File: config.mk
export PLATFORM = sky130hd
export DESIGN_NAME = btb_two_bit_predictor_scoring
export DESIGN_NICKNAME = d
export VERILOG_FILES = /design/src/design/btbs_pkg.sv /design/src/design/btb_two_bit_predictor_scoring.sv /design/src/design/btbs_ram.sv /design/src/design/btbs_index.sv /design/src/design/btbs_score.sv
export SDC_FILE = /design/constraint.sdc
export NUM_CORES = 2
export LEC_CHECK = 0
export BUFFER_PORTS_ARGS = -buffer_cell sky130_fd_sc_hd__buf_2
export CAP_MARGIN = 20
export CELL_PAD_IN_SITES_DETAIL_PLACEMENT = 0
export CELL_PAD_IN_SITES_GLOBAL_PLACEMENT = 1
export CORE_ASPECT_RATIO = 1.2
export CORE_MARGIN = 2
export CORE_UTILIZATION = 51
export DETAILED_ROUTE_END_ITERATION = 10
export GPL_ROUTABILITY_DRIVEN = 0
export PLACE_DENSITY = 0.77
export SKIP_CTS_REPAIR_TIMING = 1
export SLEW_MARGIN = 0
export SYNTH_ARGS = -nofsm -noshare
export SYNTH_HDL_FRONTEND = slang
export SYNTH_SLANG_ARGS = --single-unit
File: constraint.sdc
create_clock -name clk -period 10.7 [get_ports clk]
set_input_delay 0 -clock clk [delete_from_list [all_inputs] [get_ports clk]]
set_output_delay 0 -clock clk [all_outputs]
set_load 0.05 [all_outputs]
File: src/design/btbs_pkg.sv
// Shared types, constants and helpers for the branch target buffer scoring block.
`timescale 1ns / 1ps

package btbs_pkg;

	localparam int ADDR_W = 32;
	localparam int CLASS_W = 3;
	localparam int CTR_W = 2;
	localparam int FLAG_W = 4;

	typedef logic [ADDR_W-1:0] addr_t;
	typedef logic [CLASS_W-1:0] class_t;
	typedef logic [CTR_W-1:0] ctr_t;

	localparam class_t CLS_BYPASS = 3'd1;
	localparam addr_t PC_STEP = 32'd4;
	localparam addr_t COUNT_MAX = 32'hFFFF_FFFF;

	localparam ctr_t CTR_MIN = 2'd0;
	localparam ctr_t CTR_MAX = 2'd3;
	localparam ctr_t CTR_INIT = 2'd2;
	localparam ctr_t CTR_TAKEN_MIN = 2'd2;

	localparam int FLAG_BACKWARD = 0;
	localparam int FLAG_NOT_TAKEN = 1;
	localparam int FLAG_ON_HIT = 2;
	localparam int FLAG_COUNTER = 3;

	typedef struct packed {
		class_t branch_class;
		addr_t branch_pc;
		addr_t branch_target;
		addr_t actual_next_pc;
	} branch_t;

	typedef struct packed {
		logic table_hit;
		logic was_taken;
		addr_t pred_backward;
		addr_t pred_on_hit;
		addr_t pred_counter;
		logic [FLAG_W-1:0] correct_flags;
		addr_t item_count;
		addr_t backward_hits;
		addr_t not_taken_hits;
		addr_t on_hit_hits;
		addr_t counter_hits;
	} score_t;

	typedef struct packed {
		logic valid;
		ctr_t ctr;
	} state_t;

	typedef struct packed {
		logic en;
		state_t state;
	} upd_t;

	localparam state_t STATE_RESET = '{valid: 1'b0, ctr: CTR_INIT};

	function automatic addr_t sat_inc(input addr_t v);
		return (v == COUNT_MAX) ? v : v + 32'd1;
	endfunction

endpackage

File: src/design/btb_two_bit_predictor_scoring.sv
// Top level: direct-mapped BTB with 2-bit counters scoring four next-pc policies.
`timescale 1ns / 1ps

// Takes one resolved branch record per transaction and returns one score transaction
// per record, in order. It accepts one record per cycle unless score_ready holds the
// output; a record passes the input register, then the index stage, the table read and
// scoring stage and the result register before score_valid rises. The table index is
// (pc >> 2) mod ENTRIES, formed by a reciprocal multiply in the first two stages; the
// table sits in RAM with a registered read, and a one-entry forward path covers a record
// that hits the entry written by the record just ahead of it. After reset the block
// sweeps the valid/counter RAM once, one entry per cycle, so branch_ready stays low
// until every entry has been cleared, before the first transaction.
module btb_two_bit_predictor_scoring #(
	parameter int ENTRIES = 16
) (
	input  logic              clk,
	input  logic              arst_n,
	input  logic              branch_valid,
	output logic              branch_ready,
	input  btbs_pkg::branch_t branch,
	output logic              score_valid,
	input  logic              score_ready,
	output btbs_pkg::score_t  score
);

	import btbs_pkg::*;

	localparam int IDX_W = $clog2(ENTRIES);
	localparam logic [IDX_W-1:0] LAST_IDX = IDX_W'(ENTRIES - 1);

	logic             valid_s1;
	logic             valid_s2;
	logic             valid_s3;
	branch_t          branch_s1;
	branch_t          branch_s2;
	branch_t          branch_s3;
	logic [IDX_W-1:0] idx_s2;
	logic [IDX_W-1:0] idx_s3;
	logic             score_valid_q;
	score_t           score_q;
	logic             clr_busy_q;
	logic [IDX_W-1:0] clr_idx_q;
	logic             fwd_hit_q;
	state_t           fwd_state_q;
	addr_t            fwd_tag_q;

	logic             accept;
	logic             adv_s1;
	logic             adv_s2;
	logic             load_out;
	logic             free_s1;
	logic             free_s2;
	logic             free_s3;
	logic [IDX_W-1:0] rd_addr;
	logic             st_wr_en;
	logic [IDX_W-1:0] st_wr_addr;
	state_t           st_wr_data;
	state_t           state_rd;
	addr_t            tag_rd;
	state_t           entry_state;
	addr_t            entry_tag;
	score_t           result;
	upd_t             upd;

	always_comb begin
		load_out = valid_s3 && (!score_valid_q || score_ready);
		free_s3 = !valid_s3 || load_out;
		adv_s2 = valid_s2 && free_s3;
		free_s2 = !valid_s2 || adv_s2;
		adv_s1 = valid_s1 && free_s2;
		free_s1 = !valid_s1 || adv_s1;
		branch_ready = free_s1 && !clr_busy_q;
		accept = branch_valid && branch_ready;
	end

	always_ff @(posedge clk or negedge arst_n) begin
		if (!arst_n) begin
			valid_s1 <= 1'b0;
			valid_s2 <= 1'b0;
			valid_s3 <= 1'b0;
			score_valid_q <= 1'b0;
		end else begin
			if (accept) begin
				valid_s1 <= 1'b1;
			end else if (adv_s1) begin
				valid_s1 <= 1'b0;
			end
			if (adv_s1) begin
				valid_s2 <= 1'b1;
			end else if (adv_s2) begin
				valid_s2 <= 1'b0;
			end
			if (adv_s2) begin
				valid_s3 <= 1'b1;
			end else if (load_out) begin
				valid_s3 <= 1'b0;
			end
			if (load_out) begin
				score_valid_q <= 1'b1;
			end else if (score_ready) begin
				score_valid_q <= 1'b0;
			end
		end
	end

	always_ff @(posedge clk) begin
		if (accept) begin
			branch_s1 <= branch;
		end
		if (adv_s1) begin
			branch_s2 <= branch_s1;
		end
		if (adv_s2) begin
			branch_s3 <= branch_s2;
			idx_s3 <= idx_s2;
		end
		if (load_out) begin
			score_q <= result;
		end
	end

	btbs_index #(
		.ENTRIES(ENTRIES)
	) u_index (
		.clk(clk),
		.en (adv_s1),
		.pc (branch_s1.branch_pc),
		.idx(idx_s2)
	);

	// re-read the held entry while the scoring stage stalls
	assign rd_addr = (valid_s3 && !load_out) ? idx_s3 : idx_s2;

	always_ff @(posedge clk or negedge arst_n) begin
		if (!arst_n) begin
			clr_busy_q <= 1'b1;
			clr_idx_q <= '0;
		end else if (clr_busy_q) begin
			clr_idx_q <= clr_idx_q + IDX_W'(1);
			if (clr_idx_q == LAST_IDX) begin
				clr_busy_q <= 1'b0;
			end
		end
	end

	always_comb begin
		st_wr_en = clr_busy_q || upd.en;
		st_wr_addr = clr_busy_q ? clr_idx_q : idx_s3;
		st_wr_data = clr_busy_q ? STATE_RESET : upd.state;
	end

	btbs_ram #(
		.WIDTH($bits(state_t)),
		.DEPTH(ENTRIES)
	) u_state_ram (
		.clk    (clk),
		.wr_en  (st_wr_en),
		.wr_addr(st_wr_addr),
		.wr_data(st_wr_data),
		.rd_addr(rd_addr),
		.rd_data(state_rd)
	);

	btbs_ram #(
		.WIDTH(ADDR_W),
		.DEPTH(ENTRIES)
	) u_tag_ram (
		.clk    (clk),
		.wr_en  (upd.en),
		.wr_addr(idx_s3),
		.wr_data(branch_s3.branch_pc),
		.rd_addr(rd_addr),
		.rd_data(tag_rd)
	);

	// forward the entry written in the same cycle it is read
	always_ff @(posedge clk or negedge arst_n) begin
		if (!arst_n) begin
			fwd_hit_q <= 1'b0;
		end else begin
			fwd_hit_q <= upd.en && (idx_s3 == rd_addr);
		end
	end

	always_ff @(posedge clk) begin
		fwd_state_q <= upd.state;
		fwd_tag_q <= branch_s3.branch_pc;
	end

	assign entry_state = fwd_hit_q ? fwd_state_q : state_rd;
	assign entry_tag = fwd_hit_q ? fwd_tag_q : tag_rd;

	btbs_score u_score (
		.clk   (clk),
		.arst_n(arst_n),
		.en    (load_out),
		.branch(branch_s3),
		.tag   (entry_tag),
		.state (entry_state),
		.result(result),
		.upd   (upd)
	);

	assign score_valid = score_valid_q;
	assign score = score_q;

`ifndef ASSERT_OFF
	a_no_update_in_clear: assert property (@(posedge clk) disable iff (!arst_n)
		clr_busy_q |-> !upd.en)
		else $error("table update during clearing sweep");

	a_count_nonzero: assert property (@(posedge clk) disable iff (!arst_n)
		load_out |=> (score_valid && (score.item_count != 32'd0)))
		else $error("delivered score without item count");

	a_hits_bounded: assert property (@(posedge clk) disable iff (!arst_n)
		score_valid |-> ((score.backward_hits <= score.item_count)
			&& (score.not_taken_hits <= score.item_count)
			&& (score.on_hit_hits <= score.item_count)
			&& (score.counter_hits <= score.item_count)))
		else $error("policy hit count exceeds item count");
`endif

endmodule

File: src/design/btbs_ram.sv
// Generic single write port RAM with one registered read port.
`timescale 1ns / 1ps

module btbs_ram #(
	parameter int WIDTH = 8,
	parameter int DEPTH = 16
) (
	input  logic                     clk,
	input  logic                     wr_en,
	input  logic [$clog2(DEPTH)-1:0] wr_addr,
	input  logic [WIDTH-1:0]         wr_data,
	input  logic [$clog2(DEPTH)-1:0] rd_addr,
	output logic [WIDTH-1:0]         rd_data
);

	logic [WIDTH-1:0] mem [DEPTH];

	always_ff @(posedge clk) begin
		if (wr_en) begin
			mem[wr_addr] <= wr_data;
		end
		rd_data <= mem[rd_addr];
	end

endmodule

File: src/design/btbs_index.sv
// Table index unit: (pc >> 2) mod ENTRIES by reciprocal multiply over two stages.
`timescale 1ns / 1ps

module btbs_index #(
	parameter int ENTRIES = 16
) (
	input  logic                       clk,
	input  logic                       en,
	input  btbs_pkg::addr_t            pc,
	output logic [$clog2(ENTRIES)-1:0] idx
);

	import btbs_pkg::*;

	localparam int IDX_W = $clog2(ENTRIES);
	localparam int R_W = IDX_W + 1;
	localparam int X_W = ADDR_W - 2;
	localparam int SHIFT = X_W + IDX_W;
	localparam int PROD_W = X_W + 32;
	localparam logic [63:0] RECIP_WIDE = ((64'd1 << SHIFT) + 64'(ENTRIES) - 64'd1)
		/ 64'(ENTRIES);
	localparam logic [31:0] RECIP = RECIP_WIDE[31:0];
	localparam logic [R_W-1:0] ENT_R = R_W'(ENTRIES);

	logic [X_W-1:0]    word;
	logic [PROD_W-1:0] prod;
	logic [R_W-1:0]    q_lo_s2;
	logic [R_W-1:0]    x_lo_s2;
	logic [R_W-1:0]    qn;
	logic [R_W-1:0]    rem;
	logic [R_W-1:0]    rem_fix;

	assign word = pc[ADDR_W-1:2];
	assign prod = PROD_W'(word) * PROD_W'(RECIP);

	always_ff @(posedge clk) begin
		if (en) begin
			q_lo_s2 <= prod[SHIFT +: R_W];
			x_lo_s2 <= word[R_W-1:0];
		end
	end

	assign qn = q_lo_s2 * ENT_R;
	assign rem = x_lo_s2 - qn;
	assign rem_fix = (rem >= ENT_R) ? rem - ENT_R : rem;
	assign idx = rem_fix[IDX_W-1:0];

endmodule

File: src/design/btbs_score.sv
// Prediction, scoring, running counts and table entry update for one branch record.
`timescale 1ns / 1ps

module btbs_score (
	input  logic              clk,
	input  logic              arst_n,
	input  logic              en,
	input  btbs_pkg::branch_t branch,
	input  btbs_pkg::addr_t   tag,
	input  btbs_pkg::state_t  state,
	output btbs_pkg::score_t  result,
	output btbs_pkg::upd_t    upd
);

	import btbs_pkg::*;

	addr_t             total_q;
	addr_t             back_q;
	addr_t             nt_q;
	addr_t             onhit_q;
	addr_t             ctr_hits_q;
	addr_t             total_d;
	addr_t             back_d;
	addr_t             nt_d;
	addr_t             onhit_d;
	addr_t             ctr_hits_d;
	addr_t             seq;
	logic              hit;
	logic              use_tbl;
	logic              taken;
	logic              backward;
	logic              ctr_taken;
	logic              eq_tgt;
	logic              eq_seq;
	logic [FLAG_W-1:0] flags;
	ctr_t              ctr_next;

	always_comb begin
		seq = branch.branch_pc + PC_STEP;
		hit = state.valid && (tag == branch.branch_pc);
		use_tbl = hit && (branch.branch_class != CLS_BYPASS);
		taken = branch.actual_next_pc != seq;
		backward = branch.branch_target < branch.branch_pc;
		ctr_taken = state.ctr >= CTR_TAKEN_MIN;
		eq_tgt = branch.branch_target == branch.actual_next_pc;
		eq_seq = seq == branch.actual_next_pc;

		flags[FLAG_BACKWARD] = (use_tbl && backward) ? eq_tgt : eq_seq;
		flags[FLAG_NOT_TAKEN] = eq_seq;
		flags[FLAG_ON_HIT] = use_tbl ? eq_tgt : eq_seq;
		flags[FLAG_COUNTER] = (use_tbl && ctr_taken) ? eq_tgt : eq_seq;

		total_d = sat_inc(total_q);
		back_d = flags[FLAG_BACKWARD] ? sat_inc(back_q) : back_q;
		nt_d = flags[FLAG_NOT_TAKEN] ? sat_inc(nt_q) : nt_q;
		onhit_d = flags[FLAG_ON_HIT] ? sat_inc(onhit_q) : onhit_q;
		ctr_hits_d = flags[FLAG_COUNTER] ? sat_inc(ctr_hits_q) : ctr_hits_q;
	end

	always_comb begin
		result.table_hit = hit;
		result.was_taken = taken;
		result.pred_backward = (use_tbl && backward) ? branch.branch_target : seq;
		result.pred_on_hit = use_tbl ? branch.branch_target : seq;
		result.pred_counter = (use_tbl && ctr_taken) ? branch.branch_target : seq;
		result.correct_flags = flags;
		result.item_count = total_d;
		result.backward_hits = back_d;
		result.not_taken_hits = nt_d;
		result.on_hit_hits = onhit_d;
		result.counter_hits = ctr_hits_d;
	end

	always_comb begin
		if (!hit) begin
			ctr_next = CTR_INIT;
		end else if (taken) begin
			ctr_next = (state.ctr == CTR_MAX) ? state.ctr : state.ctr + 2'd1;
		end else begin
			ctr_next = (state.ctr == CTR_MIN) ? state.ctr : state.ctr - 2'd1;
		end
		upd.en = en && (branch.branch_class != CLS_BYPASS);
		upd.state.valid = 1'b1;
		upd.state.ctr = ctr_next;
	end

	always_ff @(posedge clk or negedge arst_n) begin
		if (!arst_n) begin
			total_q <= '0;
			back_q <= '0;
			nt_q <= '0;
			onhit_q <= '0;
			ctr_hits_q <= '0;
		end else if (en) begin
			total_q <= total_d;
			back_q <= back_d;
			nt_q <= nt_d;
			onhit_q <= onhit_d;
			ctr_hits_q <= ctr_hits_d;
		end
	end

endmodule
==> flow_metrics.env <==
export IMPL_cts_tree="done"
export IMPL_synth_nets=3686
export IMPL_die_x_um=304
export IMPL_path_common_cell="or4_1"
export IMPL_cp_start_kind="flip-flop"
export IMPL_end_kind="flip-flop"
export IMPL_final_cell_mix="1119 x edfxtp_1, 366 x buf_2, 292 x xnor2_1"
export IMPL_crit_path_cell_trace="ha_1 > nand4_1 > nor4_1 > xnor2_1 > o2111ai_1 > or4_1 > or4_1 > o31ai_4 > buf_4 > nand2_1 > mux2_1"
export IMPL_grtUsageTotal_pct=24.0
export IMPL_vias=32222
export IMPL_synth_cell_types=74
export IMPL_cts_buffers=134
export IMPL_synthCells=3542
export IMPL_power_density_nw_per_um2=215
export IMPL_hold_violations=1
export IMPL_grt_pass1_wl_um=198000
export IMPL_path_delay_family="simple AND/OR/NAND/NOR gates"
export IMPL_num_io_pins=367
export IMPL_fin_crit_sh_pct=55.6
export IMPL_syn_to_final_growth_pct=18.3
export IMPL_initialDrtViolationCount=3030
export IMPL_leakagePower_nw=23.5
export IMPL_dr_pass1_iters=5
export IMPL_seq_area_frac_synth_pct=71.2
export IMPL_place_inst=5230
export IMPL_drt_wirelength_per_cell_um=24.0
export IMPL_antennaDiodeCount=0
export IMPL_post_drt_via_cell_ratio=5.68
export IMPL_drive_gt1_share_pct=20.3
export IMPL_synth_avg_cell_area_um2=15.6
export IMPL_die_area_um2=111000
export IMPL_final_cells=5669
export IMPL_antenna_found_initial=5
export IMPL_finalClockSkew_ns=0.0268
export IMPL_tns_ns=0
export IMPL_worstSkewPairLatency_ns=0.76
export IMPL_yosys_warnings=0
export IMPL_peakVddDrop_mv=0.185
export IMPL_hold_path_class="in2reg"
export IMPL_clk_pin_slew_worst_paths_ns=0.06
export IMPL_synth_seq_cells=1358
export IMPL_grt_overflow_total=0
export IMPL_start_util_pct=51.3
export IMPL_rsz0062_at_grt="false"
export IMPL_fin_hold_ws_ns=-0.00453
export IMPL_root_buffer="clkbuf_16"
export IMPL_hpwl_um=82700
export IMPL_cts_htree_levels=4
export IMPL_synthFlopType="edfxtp_1"
export IMPL_drc_errors=0
export IMPL_violations="negative hold slack"
export IMPL_outcome="finished with violations"
export IMPL_layout_commonest_cell="edfxtp_1"
export IMPL_slowest_stage="edfxtp_1"
export IMPL_tightest_slew_ns=1.10
export IMPL_cap_violations=0
export IMPL_finalSetupViolCount=0
export IMPL_grt_max_degree=126
export IMPL_cts_path_max_buffers=3
export IMPL_port_buffers=366
export IMPL_core_um2=108000
export IMPL_cts_num_sinks=1358
export IMPL_syn_area_um2=55100
export IMPL_fmax_ghz=0.168
export IMPL_critPathMaxStageDelay_ns=0.89
export IMPL_cp_arrival_ns=6.44
export IMPL_synthArstFlopShare_pct=12.5
export IMPL_finalMaxSlewViolations=0
export IMPL_wl_um=136000
export IMPL_path_class="reg2reg"
export IMPL_rows=132
export IMPL_ant_nets=0
export IMPL_die_y_um=364
export IMPL_grt_pass1_vias=31675
export IMPL_crit_buf_inv=1
export IMPL_min_period_ns=5.95
export IMPL_crit_fanout=63
export IMPL_timing_critical_path_required_ns=11.19
export IMPL_nets=4297
export IMPL_synth_edff_count=1119
export IMPL_relSlewSlack_pct=26.6
==> path summary, 6_finish.rpt <==
| path | cells after the start | slack [ns] | end | from |
|---|---|---|---|---|
| worst max-delay path | 11 | 4.75 | score[97] | branch_s3[67] |
| worst min-delay path | 2 | -0.005 | branch_s1[7] | branch[7] |
| worst max register to register | 11 | 4.75 | score[97] | branch_s3[67] |
| worst min register to register | 0 | 0.41 | branch_s2[76] | branch_s1[76] |
| max in group asynchronous | 5 | 8.58 | u_score.back_q[12] | arst_n |
| min in group asynchronous | 3 | 0.36 | clr_busy_q | arst_n |
==> synth_stat cells, drive strengths merged (25+ instances only) <==
| master | instances | area share (%) |
|---|---|---|
| nand4 | 81 | 0.95 |
| and3 | 42 | 0.48 |
| inv | 79 | 0.54 |
| a211oi | 41 | 0.56 |
| nand3 | 133 | 1.2 |
| nor4 | 56 | 0.68 |
| ha | 41 | 0.93 |
| clkbuf | 96 | 0.65 |
| nor2 | 201 | 1.4 |
| dfrtp | 169 | 7.7 |
| buf | 62 | 0.58 |
| and2 | 54 | 0.61 |
| a21oi | 71 | 0.64 |
| dfxtp | 69 | 2.5 |
| mux2 | 25 | 0.51 |
| xnor2 | 293 | 4.7 |
| mux2i | 61 | 1.1 |
| mux4 | 140 | 5.7 |
| edfxtp | 1119 | 61 |
| o21ai | 31 | 0.28 |
| xor2 | 126 | 2.0 |
| nor3 | 76 | 0.76 |
| nand2 | 288 | 2.0 |
| a31oi | 48 | 0.54 |
==> layout make-up <==
cell class                      count  area (um2)
Multi-Input combinational cell   1946       15100
Clock buffer                      179        3730
Clock inverter                     66         678
Tap cell                         1407        1760
Inverter                           80         308
Timing Repair Buffer              633        4370
Sequential cell                  1358       39200
Fill cell                        8044       42300
==> cells by family (layout without fill, tap and decap cells) <==
| family | count (synthesis) | after routing | synth area share [%] |
|---|---|---|---|
| compound gates | 235 | 235 | 2.72 |
| xor+xnor | 423 | 423 | 6.83 |
| fa+ha+maj | 42 | 42 | 0.948 |
| buf+inv | 238 | 958 | 1.77 |
| flops | 1358 | 1358 | 71.2 |
| mux | 226 | 226 | 7.34 |
| simple gates | 1020 | 1020 | 9.23 |
==> flip-flops by register name (all words and copies together) (netlist names), 48 cells and up <==
name             flops
branch_s3           99
branch_s1           99
branch_s2           99
score              262
u_tag_ram.mem      512
u_state_ram.mem     48
==> per-stage QoR <==
stage / util (%) / setup WS (ns) / cell area, um2 / total power (W)
floorplan: - / 1.25 / 55100 / 0.00852
global placement: 54.7 / 5.02 / 58900 / 0.00932
detailed placement: 54.7 / 4.85 / 58900 / 0.00934
CTS: 58.8 / 4.84 / 63300 / 0.0140
global route: 60.7 / 4.46 / 65200 / 0.0145
finish: 60.7 / 4.75 / 65200 / 0.0140
==> power breakdown <==
part / internal (W) / switching (W) / total (W)
clock: 0.00273 / 0.00198 / 0.00471
combinational: 0.000778 / 0.00180 / 0.00257
sequential: 0.00642 / 0.000297 / 0.00671
total: 0.00992 / 0.00408 / 0.0140
==> metal layers <==
metal	global-route usage, %	up-vias	share of wire (%)
met5	0	-	0.018
met4	7.88	4	2.6
met3	5.34	233	7.7
met2	39.5	1191	50
met1	31.8	16251	40
li1	-	14543	-
(Power assumes the default switching activity.)
